$ cat src/rtl/irti_pkg.sv
package irti_pkg;

    localparam int TABLE_CAP = 64;
    localparam int IDX_W = 6;
    localparam int BRK_W = 12;
    localparam int Q_W = 3;

    localparam logic [7:0] INVALID_CM = 8'hFF;
    localparam logic [8:0] MAX_CM = 9'd254;
    localparam logic [2:0] STEP_CM = 3'd5;
    localparam logic [IDX_W-1:0] BASE_INDEX = 6'd4;

    typedef enum logic [2:0] {
        S_IDLE,
        S_CHECK,
        S_SEARCH,
        S_DIV,
        S_LOAD
    } t_state;

    typedef struct packed {
        logic             done;
        logic [IDX_W-1:0] seg;
    } t_search_res;

    // Falling breakpoint table; entries past the populated ones read as zero.
    function automatic logic [BRK_W-1:0] brk_entry(input logic [IDX_W-1:0] idx);
        logic [BRK_W-1:0] v;
        case (idx)
            6'd0: v = 12'd3618;
            6'd1: v = 12'd3271;
            6'd2: v = 12'd2867;
            6'd3: v = 12'd2492;
            6'd4: v = 12'd2210;
            6'd5: v = 12'd1987;
            6'd6: v = 12'd1795;
            6'd7: v = 12'd1639;
            6'd8: v = 12'd1506;
            6'd9: v = 12'd1394;
            6'd10: v = 12'd1287;
            6'd11: v = 12'd1204;
            6'd12: v = 12'd1124;
            6'd13: v = 12'd1061;
            6'd14: v = 12'd1002;
            default: v = '0;
        endcase
        return v;
    endfunction

endpackage

$ cat src/rtl/irti_seg_search.sv
module irti_seg_search #(
    parameter int TABLE_ENTRIES = 15,
    parameter int CW = 12
) (
    input  logic                   i_clk,
    input  logic                   i_rst_n,
    input  logic                   i_start,
    input  logic [CW-1:0]          i_count,
    output irti_pkg::t_search_res  o_res
);

    localparam int N_ENT = (TABLE_ENTRIES < 2) ? 2 :
                           ((TABLE_ENTRIES > irti_pkg::TABLE_CAP) ? irti_pkg::TABLE_CAP :
                            TABLE_ENTRIES);
    localparam logic [irti_pkg::IDX_W-1:0] LAST_SEG = irti_pkg::IDX_W'(N_ENT - 2);

    logic                       r_busy;
    logic                       n_busy;
    logic                       r_done;
    logic                       n_done;
    logic [irti_pkg::IDX_W-1:0] r_seg;
    logic [irti_pkg::IDX_W-1:0] n_seg;
    logic [irti_pkg::IDX_W-1:0] w_next_idx;
    logic [CW-1:0]              w_lo;
    logic                       w_hit;

    assign w_next_idx = r_seg + 1'b1;
    assign w_lo = CW'(irti_pkg::brk_entry(w_next_idx));
    assign w_hit = (i_count >= w_lo) || (r_seg == LAST_SEG);

    always_comb begin
        n_busy = r_busy;
        n_done = 1'b0;
        n_seg = r_seg;
        if (i_start) begin
            n_busy = 1'b1;
            n_seg = '0;
        end else if (r_busy && w_hit) begin
            n_busy = 1'b0;
            n_done = 1'b1;
        end else if (r_busy) begin
            n_seg = w_next_idx;
        end
    end

    always_ff @(posedge i_clk) begin
        if (!i_rst_n) begin
            r_busy <= 1'b0;
            r_done <= 1'b0;
            r_seg <= '0;
        end else begin
            r_busy <= n_busy;
            r_done <= n_done;
            r_seg <= n_seg;
        end
    end

    assign o_res.done = r_done;
    assign o_res.seg = r_seg;

endmodule

$ cat src/rtl/irti_serial_div.sv
module irti_serial_div #(
    parameter int NW = 15
) (
    input  logic                     i_clk,
    input  logic                     i_rst_n,
    input  logic                     i_start,
    input  logic [NW-1:0]            i_num,
    input  logic [NW-1:0]            i_den,
    output logic                     o_done,
    output logic [irti_pkg::Q_W-1:0] o_quot
);

    localparam int CNT_W = $clog2(irti_pkg::Q_W);

    logic [NW-1:0]            r_rem;
    logic [NW-1:0]            n_rem;
    logic [NW-1:0]            r_den;
    logic [NW-1:0]            n_den;
    logic [irti_pkg::Q_W-1:0] r_quot;
    logic [irti_pkg::Q_W-1:0] n_quot;
    logic [CNT_W-1:0]         r_cnt;
    logic [CNT_W-1:0]         n_cnt;
    logic                     r_busy;
    logic                     n_busy;
    logic                     r_done;
    logic                     n_done;
    logic                     w_ge;
    logic [NW-1:0]            w_diff;

    assign w_ge = (r_rem >= r_den);
    assign w_diff = r_rem - r_den;

    // Restoring division, one quotient bit per cycle, most significant first.
    always_comb begin
        n_rem = r_rem;
        n_den = r_den;
        n_quot = r_quot;
        n_cnt = r_cnt;
        n_busy = r_busy;
        n_done = 1'b0;
        if (i_start) begin
            n_rem = i_num;
            n_den = i_den << (irti_pkg::Q_W - 1);
            n_quot = '0;
            n_cnt = CNT_W'(irti_pkg::Q_W - 1);
            n_busy = 1'b1;
        end else if (r_busy) begin
            if (w_ge) begin
                n_rem = w_diff;
            end
            n_quot = {r_quot[irti_pkg::Q_W-2:0], w_ge};
            n_den = r_den >> 1;
            if (r_cnt == '0) begin
                n_busy = 1'b0;
                n_done = 1'b1;
            end else begin
                n_cnt = r_cnt - 1'b1;
            end
        end
    end

    always_ff @(posedge i_clk) begin
        if (!i_rst_n) begin
            r_busy <= 1'b0;
            r_done <= 1'b0;
            r_cnt <= '0;
        end else begin
            r_busy <= n_busy;
            r_done <= n_done;
            r_cnt <= n_cnt;
        end
    end

    always_ff @(posedge i_clk) begin
        r_rem <= n_rem;
        r_den <= n_den;
        r_quot <= n_quot;
    end

    assign o_done = r_done;
    assign o_quot = r_quot;

endmodule

$ cat src/rtl/ir_range_table_interpolator_unit.sv
// Infrared range sensor linearizer: converts one converter count into a
// distance in centimeters by interpolating over a falling breakpoint table.
// The slave channel takes one count per beat; the master channel returns one
// result beat per count, with the distance in tdata and the out-of-range flag
// in tuser. A count outside the table span returns 255 with the flag set.
// Items are handled one at a time. After a beat is taken, a check state tests the
// span, the segment search then walks the table one breakpoint per cycle, and
// a bit-serial divider produces the three quotient bits. The next count is
// taken in the cycle after the result is loaded into the output register.
// The output register frees the core, so a stalled receiver blocks only the
// load of the following result, while that next count is still accepted.
// Synchronous reset clears the control state and drops the output valid.
module ir_range_table_interpolator_unit #(
    parameter int TABLE_ENTRIES = 15,
    parameter int ADC_BITS = 12
) (
    input  logic                             i_clk,
    input  logic                             i_rst_n,
    input  logic                             i_s_tvalid,
    output logic                             o_s_tready,
    // Fields from bit 0: adc_count.
    input  logic [((ADC_BITS+7)/8)*8-1:0]    i_s_tdata,
    output logic                             o_m_tvalid,
    input  logic                             i_m_tready,
    // Fields from bit 0: distance_cm.
    output logic [7:0]                       o_m_tdata,
    // Fields from bit 0: out_of_range.
    output logic [0:0]                       o_m_tuser
);

    localparam int CW = (ADC_BITS > irti_pkg::BRK_W) ? ADC_BITS : irti_pkg::BRK_W;
    localparam int NW = CW + 3;
    localparam int N_ENT = (TABLE_ENTRIES < 2) ? 2 :
                           ((TABLE_ENTRIES > irti_pkg::TABLE_CAP) ? irti_pkg::TABLE_CAP :
                            TABLE_ENTRIES);
    localparam logic [irti_pkg::IDX_W-1:0] LAST_IDX = irti_pkg::IDX_W'(N_ENT - 1);

    irti_pkg::t_state         r_state;
    irti_pkg::t_state         n_state;
    irti_pkg::t_search_res    w_res;
    logic [CW-1:0]            r_count;
    logic [7:0]               r_res_dist;
    logic                     r_res_oor;
    logic                     r_flat;
    logic [7:0]               r_m_tdata;
    logic                     r_m_tuser;
    logic                     r_m_valid;
    logic                     w_oor;
    logic                     w_search_start;
    logic                     w_div_start;
    logic                     w_out_load;
    logic                     w_out_free;
    logic                     w_div_done;
    logic [irti_pkg::Q_W-1:0] w_quot;
    logic [CW-1:0]            w_first;
    logic [CW-1:0]            w_last;
    logic [CW-1:0]            w_hi;
    logic [CW-1:0]            w_lo;
    logic [NW-1:0]            w_num;
    logic [NW-1:0]            w_den;
    logic [8:0]               w_base;
    logic [8:0]               w_sum;
    logic [7:0]               w_dist;

    assign w_first = CW'(irti_pkg::brk_entry('0));
    assign w_last = CW'(irti_pkg::brk_entry(LAST_IDX));
    assign w_oor = (r_count > w_first) || (r_count < w_last);

    assign w_hi = CW'(irti_pkg::brk_entry(w_res.seg));
    assign w_lo = CW'(irti_pkg::brk_entry(w_res.seg + 1'b1));
    assign w_num = NW'((NW'(w_hi) - NW'(r_count)) * NW'(irti_pkg::STEP_CM));
    assign w_den = NW'(w_hi - w_lo);

    assign w_base = 9'((10'(w_res.seg) + 10'(irti_pkg::BASE_INDEX)) *
                       10'(irti_pkg::STEP_CM));
    assign w_sum = w_base + (r_flat ? 9'd0 : 9'(w_quot));
    assign w_dist = (w_sum > irti_pkg::MAX_CM) ? irti_pkg::MAX_CM[7:0] : w_sum[7:0];

    assign w_out_free = !r_m_valid || i_m_tready;

    irti_seg_search #(
        .TABLE_ENTRIES(TABLE_ENTRIES),
        .CW(CW)
    ) u_search (
        .i_clk(i_clk),
        .i_rst_n(i_rst_n),
        .i_start(w_search_start),
        .i_count(r_count),
        .o_res(w_res)
    );

    irti_serial_div #(
        .NW(NW)
    ) u_div (
        .i_clk(i_clk),
        .i_rst_n(i_rst_n),
        .i_start(w_div_start),
        .i_num(w_num),
        .i_den(w_den),
        .o_done(w_div_done),
        .o_quot(w_quot)
    );

    always_comb begin
        n_state = r_state;
        case (r_state)
            irti_pkg::S_IDLE: begin
                if (i_s_tvalid) begin
                    n_state = irti_pkg::S_CHECK;
                end
            end
            irti_pkg::S_CHECK: begin
                n_state = w_oor ? irti_pkg::S_LOAD : irti_pkg::S_SEARCH;
            end
            irti_pkg::S_SEARCH: begin
                if (w_res.done) begin
                    n_state = irti_pkg::S_DIV;
                end
            end
            irti_pkg::S_DIV: begin
                if (w_div_done) begin
                    n_state = irti_pkg::S_LOAD;
                end
            end
            irti_pkg::S_LOAD: begin
                if (w_out_free) begin
                    n_state = irti_pkg::S_IDLE;
                end
            end
            default: begin
                n_state = irti_pkg::S_IDLE;
            end
        endcase
    end

    always_comb begin
        o_s_tready = 1'b0;
        w_search_start = 1'b0;
        w_div_start = 1'b0;
        w_out_load = 1'b0;
        case (r_state)
            irti_pkg::S_IDLE: begin
                o_s_tready = 1'b1;
            end
            irti_pkg::S_CHECK: begin
                w_search_start = !w_oor;
            end
            irti_pkg::S_SEARCH: begin
                w_div_start = w_res.done;
            end
            irti_pkg::S_LOAD: begin
                w_out_load = w_out_free;
            end
            default: begin
                o_s_tready = 1'b0;
            end
        endcase
    end

    always_ff @(posedge i_clk) begin
        if (!i_rst_n) begin
            r_state <= irti_pkg::S_IDLE;
            r_m_valid <= 1'b0;
        end else begin
            r_state <= n_state;
            if (w_out_load) begin
                r_m_valid <= 1'b1;
            end else if (i_m_tready) begin
                r_m_valid <= 1'b0;
            end
        end
    end

    always_ff @(posedge i_clk) begin
        if (o_s_tready && i_s_tvalid) begin
            r_count <= CW'(i_s_tdata[ADC_BITS-1:0]);
        end
        if (r_state == irti_pkg::S_CHECK && w_oor) begin
            r_res_dist <= irti_pkg::INVALID_CM;
            r_res_oor <= 1'b1;
        end
        if (w_div_start) begin
            r_flat <= (w_den == '0);
        end
        if (r_state == irti_pkg::S_DIV && w_div_done) begin
            r_res_dist <= w_dist;
            r_res_oor <= 1'b0;
        end
        if (w_out_load) begin
            r_m_tdata <= r_res_dist;
            r_m_tuser <= r_res_oor;
        end
    end

    assign o_m_tvalid = r_m_valid;
    assign o_m_tdata = r_m_tdata;
    assign o_m_tuser = r_m_tuser;

endmodule

$ cat config.mk
export PLATFORM = sky130hd
export DESIGN_NAME = ir_range_table_interpolator_unit
export DESIGN_NICKNAME = d
export VERILOG_FILES = /design/src/rtl/irti_pkg.sv /design/src/rtl/irti_seg_search.sv /design/src/rtl/irti_serial_div.sv /design/src/rtl/ir_range_table_interpolator_unit.sv
export SDC_FILE = /design/constraint.sdc
export NUM_CORES = 1
export LEC_CHECK = 0
export BUFFER_PORTS_ARGS = -buffer_cell sky130_fd_sc_hd__buf_2
export CAP_MARGIN = 20
export CELL_PAD_IN_SITES_DETAIL_PLACEMENT = 1
export CELL_PAD_IN_SITES_GLOBAL_PLACEMENT = 1
export CORE_AREA = 2 2 128 130
export CTS_CLUSTER_DIAMETER = 120
export CTS_CLUSTER_SIZE = 30
export DETAILED_ROUTE_END_ITERATION = 16
export DIE_AREA = 0 0 130 132
export PLACE_DENSITY = 0.91
export SYNTH_ARGS = -nofsm -noshare
export SYNTH_HDL_FRONTEND = slang
export SYNTH_SLANG_ARGS = --single-unit
export TNS_END_PERCENT = 30
$ cat constraint.sdc
create_clock -name i_clk -period 7.6 [get_ports i_clk]
set_clock_uncertainty 0.2 [all_clocks]
set_input_delay 1.14 -clock i_clk [delete_from_list [all_inputs] [get_ports i_clk]]
set_output_delay 1.14 -clock i_clk [all_outputs]
set_load 0.01 [all_outputs]
* Yosys cells after proc, flatten, opt, wreduce, memory -nomap -nowiden
Memory sizes are Yosys's and may differ from the RTL's. A register that Yosys moved wholly into a read port is not among the register bits.
Cells that the tools add are included.
** Operators by class
- $lt $le $gt $ge :: 5
- Mux-type cells :: 36
- Bitwise gates (word level) :: 4
- Multipliers :: 2
- Add/subtract/negate cells :: 7
- Equal/unequal tests :: 10
- Reduce and logical (&&, ||, !) cells :: 27
** Operator list (count)
- 15-bit two-way mux :: 5
- 12-bit two-way mux :: 3
- 12-bit by 12-bit subtractor with 13-bit output :: 2
- 8-bit two-way mux :: 3
- 3-bit two-way mux :: 6
- 15-bit greater-or-equal comparator :: 1
- 15-bit zero test :: 1
- 15-bit by 3-bit multiplier with 15-bit output, second input constant :: 1
- 3-bit one-hot mux with 5 select lines :: 1
- 15-bit subtractor :: 1
- 1-bit two-way mux :: 13
- 12-bit greater-or-equal comparator :: 1
- 12-bit > comparator, second input constant :: 1
- 12-bit by 10-bit less-than comparator with 1-bit output, second input constant :: 1
- 2-bit nonzero test :: 5
- 9-bit by 3-bit adder with 9-bit output :: 1
- 9-bit by 8-bit > comparator with 1-bit output, second input constant :: 1
- 7-bit by 3-bit multiplier with 9-bit output, second input constant :: 1
- 4-bit two-way mux :: 2
- 2-bit AND reduction :: 4
- 6-bit by 3-bit adder with 7-bit output, second input constant :: 1
- 6-bit by 1-bit adder with 6-bit output, second input constant :: 1
- 3-bit by 2-bit == test with 1-bit output, second input constant :: 2
- 6-bit by 4-bit == test with 1-bit output, second input constant :: 1
- 15 further kinds :: 32
** Word-level totals
- Bits in read-only memories :: 576
- Bits in registers :: 80
- Memories kept :: 3
- Output and inout port bits :: 11
** Memory list
- (name not given) :: words 16, bits a word 12, rd ports 1, clocked after Yosys merged registers in 0, write ports 0, line irti_pkg.sv:29 : case (idx)
- (name not given) :: words 16, bits a word 12, rd ports 1, clocked after Yosys merged registers in 1, write ports 0, line irti_pkg.sv:29
- (name not given) :: words 16, bits a word 12, rd ports 1, clocked after Yosys merged registers in 0, write ports 0, line irti_pkg.sv:29

* Longest topological paths before layout
Gate-level depths: netlist (run 1).
- Depth in word-level cells :: 10
- Depth in mapped cells :: 22

* Hierarchy
A second synthesis (run 1) with hierarchy kept.
** Unflattened totals
- Cells, all modules :: 899
- Area total of the unflattened synthesis :: 7931.4 um^2
** By module, submodules not included
- ir_range_table_interpolator_unit :: cells an instance 505, seq. area each 1001.0 um^2, times used 1, area an instance 4424.2 um^2
- irti_serial_div :: cells an instance 246, seq. area each 1021.0 um^2, times used 1, area an instance 2367.3 um^2
- irti_seg_search :: cells an instance 148, seq. area each 160.2 um^2, times used 1, area an instance 1139.8 um^2

* Worst setup path before layout (run 1)
OpenSTA, ideal clock, no wires.
- Kind :: register -> register
- From :: register u_search.r_seg[4] (netlist name)
- To :: register u_div.r_rem[13] (data pin)
- Setup time :: 0.270 ns
- Arrival time :: 3.966 ns
- Setup slack :: 3.164 ns
- Cell stages (with the launch flop) :: 22
- Required time :: 7.130 ns
- Cell sequence :: dfxtp_1 buf_2 nor2_4 clkbuf_1 nand2_1 ha_1 fa_1 nor2b_1 o21ai_0 a21boi_0 o21ai_0 a21oi_1 xor2_1 ha_1 ha_1 nand3_1 o211ai_1 o41ai_1 o21ai_0 xor2_1 nand2_1 o21ai_0
** Between the ends
- Longest elaborated chain between the ends :: 5
** RTL lines
- start, declared :: line irti_seg_search.sv:21 : logic [irti_pkg::IDX_W-1:0] r_seg;
- start signal, assigned :: line irti_seg_search.sv:54 : r_seg <= n_seg;
- 2-bit zero test :: line irti_pkg.sv:29
- 12-bit two-way mux :: line irti_pkg.sv:29
- 12-bit by 12-bit subtractor with 13-bit output :: line ir_range_table_interpolator_unit.sv:71 : assign w_num = NW'((NW'(w_hi) - NW'(r_count)) * NW'(irti_pkg::STEP_CM));
- 15-bit by 3-bit multiplier with 15-bit output :: line ir_range_table_interpolator_unit.sv:71
- 15-bit two-way mux :: line irti_serial_div.sv:41 : if (i_start) begin
- named net u_div.n_rem[13] :: line irti_serial_div.sv:16 : logic [NW-1:0] n_rem;
- end signal, assigned :: line irti_serial_div.sv:75 : r_rem <= n_rem;
- end, declared :: line irti_serial_div.sv:15 : logic [NW-1:0] r_rem;
The timed path passes the listed nets, and every way through them passes these cells.
A chain may end at the register's enable or synchronous reset.

==> metrics.csv, run 1 <==
metric,value,unit
place_ws,1.78,ns
wl,20.3,mm
fin_ws,1.68,ns
start_util,49.0,%
grt_pass1_vias,6747,
power,2.31,mW
final_hold_viol_count,0,
grt.total_usage,24.6,%
status,finished clean,
synth_top_family_by_area,adder cells,
synth_compound_area_share,18.8,%
ys_ff_latch,92,
syn-cell-area,0.00770,sq mm
cp-end-kind,flip-flop,
slew-limit-headroom,34.6,%
boundaryPins,31,
critPathRequiredTime,7.71,ns
syn_to_final_growth,7.89,%
synth.net_count,973,
cts-root-buf,clkbuf_16,
ctsHoldBuffers,0,
numClockSinks,92,
die_area,0.0172,sq mm
ys_seq_area_share,31.4,%
setup-tns-final,0,ns
hp-class,reg2reg,
nNetsFinal,991,
setup_violations,0,
cts-resized-gates,0,
clk_pin_slew_worst_paths,0.08,ns
num_rows,46,
synth_area_leader_cell,edfxtp_1,
synthMuxAreaShare,2.26,%
fp.coreArea,0.0157,sq mm
ir_worst_vdd,144,uV
insertion_delay,0.36,ns
cts_htree_levels,3,
syn_avg_cell_area,9.23,sq um
worstPathMaxFanout,16,
ys_top_cells_by_area,"edfxtp_1 (23%), ha_1 (18%), dfxtp_1 (8.8%), xnor2_1 (3.5%), a21oi_1 (3.2%)",
die-width,130,um
start_kind,flip-flop,
worst_pin_slew,0.974,ns
async_reset_ff_share,0,%
fillCellCount,1797,
fp.dieH,132,um
hpwl,15.8,mm
drv_cap,0,
grt_antenna_before_repair,0,
synth-simple-area-share,17.8,%
firstDrtPassIters,5,
cts_tree,yes,
grt_overflow_total,0,
vias_per_cell,5.96,
grt_max_degree,41,
vias,6401,
crit_type,reg2reg,
grt_setup_unrepaired,no,
drc_errors,0,
r2r_slack,1.68,ns
cts_made_buffers,9,
synthesis.yosys.warnings,0,
synthAdderAreaFrac,19.7,%
fmax,0.169,GHz
clockBufferDepth,2,
synth_edf_count,58,
ys_types,83,
slew_violations,0,
drt_iter0_markers,326,
antenna_cells,0,
cts_setup_buffers,0,
drive_above_1_share,9.56,%
port_buffers,26,
drtAntennaViolNets,0,
p_leak,3.60,nW
fin_crit_sh,77.9,%
avgRoutedWirePerCell,18.9,um
post-route-min-period,5.92,ns
grt_pass1_wl,33.7,mm
synth_xor_area_share,5.34,%
synth_cells,835,
yosys.area.top_type_share,22.6,%
gp_congestion,0.916,
synth_ff_type,edfxtp_1,
p_per_area,278,mW/mm^2
cp_data_arrival_time,6.03,ns
==> cell families (layout without fill, tap and decap cells) <==
kind of cell | Yosys count | in the layout
AOI/OAI and AO/OA | 211 | 211
xor gates and xnor gates | 47 | 47
adders and majority gates | 118 | 118
buffers and inverters | 87 | 110
DFF | 92 | 92
muxes | 16 | 16
and+or+nand+nor | 264 | 264
==> Yosys cell counts (9+ instances only) <==
cell type / number
nand2_1: 57
ha_1: 113
clkbuf_1: 11
nor2_1: 49
dfxtp_1: 34
nand2b_1: 16
a211oi_1: 9
o211ai_1: 12
inv_1: 64
nor2b_1: 11
nand3_1: 35
and3_1: 11
xnor2_1: 31
o21ai_0: 39
a21oi_1: 49
a21o_1: 16
or3_1: 10
xor2_1: 16
edfxtp_1: 58
mux2i_1: 14
o31ai_1: 9
nor3_1: 27
and2_1: 13
==> critical path, cell delays in order, from the launching register on <==
cell and delay (ns):
dfxtp_1 0.62, ha_1 0.42, nand2_1 0.14, nor2_1 0.12, nand2_1 0.06, a21oi_1 0.70
o21ai_0 0.28, a21o_1 0.25, ha_1 0.29, a21o_1 0.18, a211o_1 0.32, nor3_4 0.39
a41oi_2 0.23, a21oi_2 0.62, ha_1 0.40, or3_1 0.38, a21oi_1 0.15, a211o_1 0.11
==> layout by cell type (no fill, tap or decap), types with 26 or more instances in the layout <==
| cell type | instances |
|---|---|
| xnor2_1 | 31 |
| a21oi_1 | 49 |
| nand2_1 | 57 |
| nand3_1 | 35 |
| inv_1 | 64 |
| edfxtp_1 | 58 |
| ha_1 | 113 |
| nor2_1 | 49 |
| dfxtp_1 | 34 |
| o21ai_0 | 39 |
| buf_2 | 26 |
| nor3_1 | 27 |
==> routing by layer <==
metal	vias up	routed length [um]	GRT usage (%)
met5	-	0	0
met4	0	614	8.66
met3	44	672	4.06
met2	137	10100	42.5
met1	3124	8900	30.8
li1	3096	-	-
==> path summary, 6_finish.rpt <==
| check | startpoint | endpoint | depth (start not counted) |
|---|---|---|---|
| min reg2reg | r_res_dist[5] | o_m_tdata[5] | 0 |
| max reg2reg | u_search.r_seg[0] | flip-flop | 17 |
| min | r_res_dist[5] | o_m_tdata[5] | 0 |
| max | u_search.r_seg[0] | flip-flop | 17 |
==> through the flow <==
stage / hold WS, ns / instance area (sq um) / utilization, % / instances
after floorplan: 0.200 / 7700 / - / 835
after detailed placement: 0.209 / 8010 / 51.0 / 1058
after CTS: 0.226 / 8310 / 52.9 / 1074
after global routing: 0.230 / 8310 / 52.9 / 1074
final: 0.223 / 8310 / 52.9 / 1074
after global placement: 0.202 / 8010 / 51.0 / 1058
==> report_power, final <==
part,switching (mW),total (mW),internal (mW)
Clock,0.221,0.456,0.234
Combinational,0.749,1.27,0.525
Sequential,0.0268,0.583,0.556
==> area by class of cell <==
type	count	area (sq um)	area share [%]
multi-input combinational	656	4920	59.2
sequential	92	2420	29.1
tap	216	270	3.25
inverter	67	256	3.09
clock buffer	9	225	2.71
timing repair buffer	27	138	1.66
clock inverter	7	80.1	0.963
Power figures use the tool's default switching activity.
==> run 2, diff against run 1 <==
- CORE_AREA: 2 2 128 130 -> 2 2 134 136
- DIE_AREA: 0 0 130 132 -> 0 0 136 138
- PLACE_DENSITY: 0.91 -> 0.87
- clock period: 7.6 -> 4.82 ns (I/O delays scaled with it)
==> run 2 against run 1 <==
Net effect: register-to-register slack got worse by 1.5 ns; combinational power rose by 66%; sequential share of layout area fell by 0.93 points; critical path depth rose by 3; clock power rose by 57%; worst hold slack improved by 0.0010 ns; non-clock buffer count rose by 28; flip-flop and latch count did not move; final area rose by 3.4%; largest power group unchanged.
==> metrics.csv, run 2 (synthesized netlist as in run 1, its figures left out) <==
metric,value,unit,change
status,finished clean,,
critPathRequiredTime,4.83,ns,-2.88 ns
layout_common_cells,"ha_1 (110), inv_1 (63), edfxtp_1 (58), nand2_1 (56), nor2_1 (48)",,
port_buffers,26,,unchanged
cp_data_arrival_time,4.65,ns,-1.38 ns
die_area,0.0188,sq mm,+9.4%
hpwl,16.1,mm,+2.0%
fp.dieH,138,um,+4.5%
setup_violations,0,,unchanged
die-width,136,um,+4.6%
num_rows,49,,+6.5%
clk_pin_slew_worst_paths,0.07,ns,about the same
grt_overflow_total,0,,unchanged
fin_ws,0.183,ns,-1.49 ns
vias_per_cell,5.78,,-3.0%
slew_violations,0,,unchanged
insertion_delay,0.36,ns,about the same
boundaryPins,31,,unchanged
place_area,0.00816,sq mm,+1.9%
fp.coreArea,0.0175,sq mm,+12%
drive_above_1_share,14.3,%,+4.8 points
start_kind,flip-flop,,
hold_ws,0.224,ns,+0.00101 ns
grt_pass1_vias,6708,,-0.58%
drtAntennaViolNets,0,,unchanged
avgRoutedWirePerCell,18.7,um,-0.92%
vias,6451,,+0.78%
setup-tns-final,0,ns,unchanged
cts_made_buffers,9,,unchanged
cp-end-kind,flip-flop,,
worstPathMaxFanout,15,,-1
gp_congestion,0.865,,-5.5%
start_util,43.9,%,-5.1 points
grt.total_usage,22.0,%,-2.6 points
p_leak,3.74,nW,+3.9%
wl,20.9,mm,+3.0%
firstDrtPassIters,5,,unchanged
slew-limit-headroom,41.1,%,+6.5 points
switching_power,1.59,mW,+59%
pwr-share-seq,24.5,%,-0.7 points
ctsHoldBuffers,0,,unchanged
power_frac_clock,19.1,%,-0.6 points
fin_crit_sh,96.2,%,+18 points
cts_tree,yes,,
final_hold_viol_count,0,,unchanged
power,3.74,mW,+62%
post-route-min-period,4.64,ns,-1.29 ns
grt_max_degree,41,,unchanged
design_area,0.00859,sq mm,+3.4%
intPower,2.15,mW,+64%
drv_cap,0,,unchanged
fmax,0.216,GHz,+28%
p_per_area,435,mW/mm^2,+56%
drt_iter0_markers,408,,+25%
switching_share,42.4,%,-0.67 points
cts_htree_levels,3,,unchanged
numClockSinks,92,,unchanged
cts-root-buf,clkbuf_16,,
grt_pass1_wl,33.2,mm,-1.6%
ir_worst_vdd,248,uV,+72%
share_comb_of_total_power,56.4,%,+1.3 points
syn_to_final_growth,11.5,%,
drc_errors,0,,unchanged
worst_pin_slew,0.882,ns,-0.0920 ns
clockBufferDepth,2,,unchanged
hp-class,reg2reg,,
place_ws,-0.0598,ns,-1.84 ns
nNetsFinal,1020,,+2.9%
final_common_cell,ha_1,,
grt_antenna_before_repair,0,,unchanged
crit_type,reg2reg,,
antenna_cells,0,,unchanged
## run 2: worst paths after layout
| kind | slack (ns) | from | depth (start not counted) | to |
|---|---|---|---|---|
| max | 0.18 | u_search.r_seg[1] | 20 | flip-flop |
| min | 0.22 | r_res_dist[1] | 0 | o_m_tdata[1] |
| max reg2reg | 0.18 | u_search.r_seg[1] | 20 | flip-flop |
| min reg2reg | 0.22 | r_res_dist[1] | 0 | o_m_tdata[1] |
## run 2: critical path: stages, from the launching register on
cell and delay, ns:
dfxtp_1 0.37, ha_2 0.28, inv_1 0.06, ha_2 0.42, inv_1 0.17, mux4_2 0.33, nand2b_1 0.20, ha_1 0.30
nand4_1 0.13, nor2_2 0.23, a21boi_1 0.13, buf_4 0.15, a211o_2 0.36, a21oi_2 0.19, buf_6 0.20, inv_1 0.08
ha_1 0.20, inv_1 0.07, o211ai_1 0.09, o311ai_1 0.13, o311ai_1 0.18
## run 2: per-layer routing
layer | track usage, % | vias up | part of all wire [%]
li1 | - | 3160 | -
met1 | 28.0 | 3153 | 44
met2 | 37.4 | 92 | 50
met3 | 3.52 | 46 | 2.6
met4 | 8.22 | 0 | 2.9
met5 | 0 | - | 0
## run 2: layout make-up
type	instances	area, sq um
tap	229	287
clock inverter	7	66.3
multi-input combinational	657	4980
inverter	67	260
sequential	92	2420
clock buffer	9	225
timing repair buffer	55	352
fill	2076	8940
## run 2: per-stage QoR
step	utilization [%]	std cells
floorplan	-	835
global placement	46.5	1089
detailed placement	46.5	1089
CTS	48.2	1105
global route	49.0	1116
finish	49.0	1116
## run 2: power groups by stage
stage / registers, mW / clock network, mW / logic (mW)
floorplan: 0.915 / 0 / 1.49
global route: 0.919 / 0.757 / 2.33
global placement: 0.926 / 0 / 1.90
finish: 0.915 / 0.715 / 2.11
CTS: 0.913 / 0.721 / 2.04
detailed placement: 0.930 / 0 / 2.00
## run 2: repair_timing
item | in CTS | in global routing
setup endpoints to repair | 1 | 12
resized for setup | 1 | 20
pin swaps | 0 | 7
gates cloned | 0 | 1
setup buffers | 0 | 10
endpoints found under the hold margin | 0 | 0
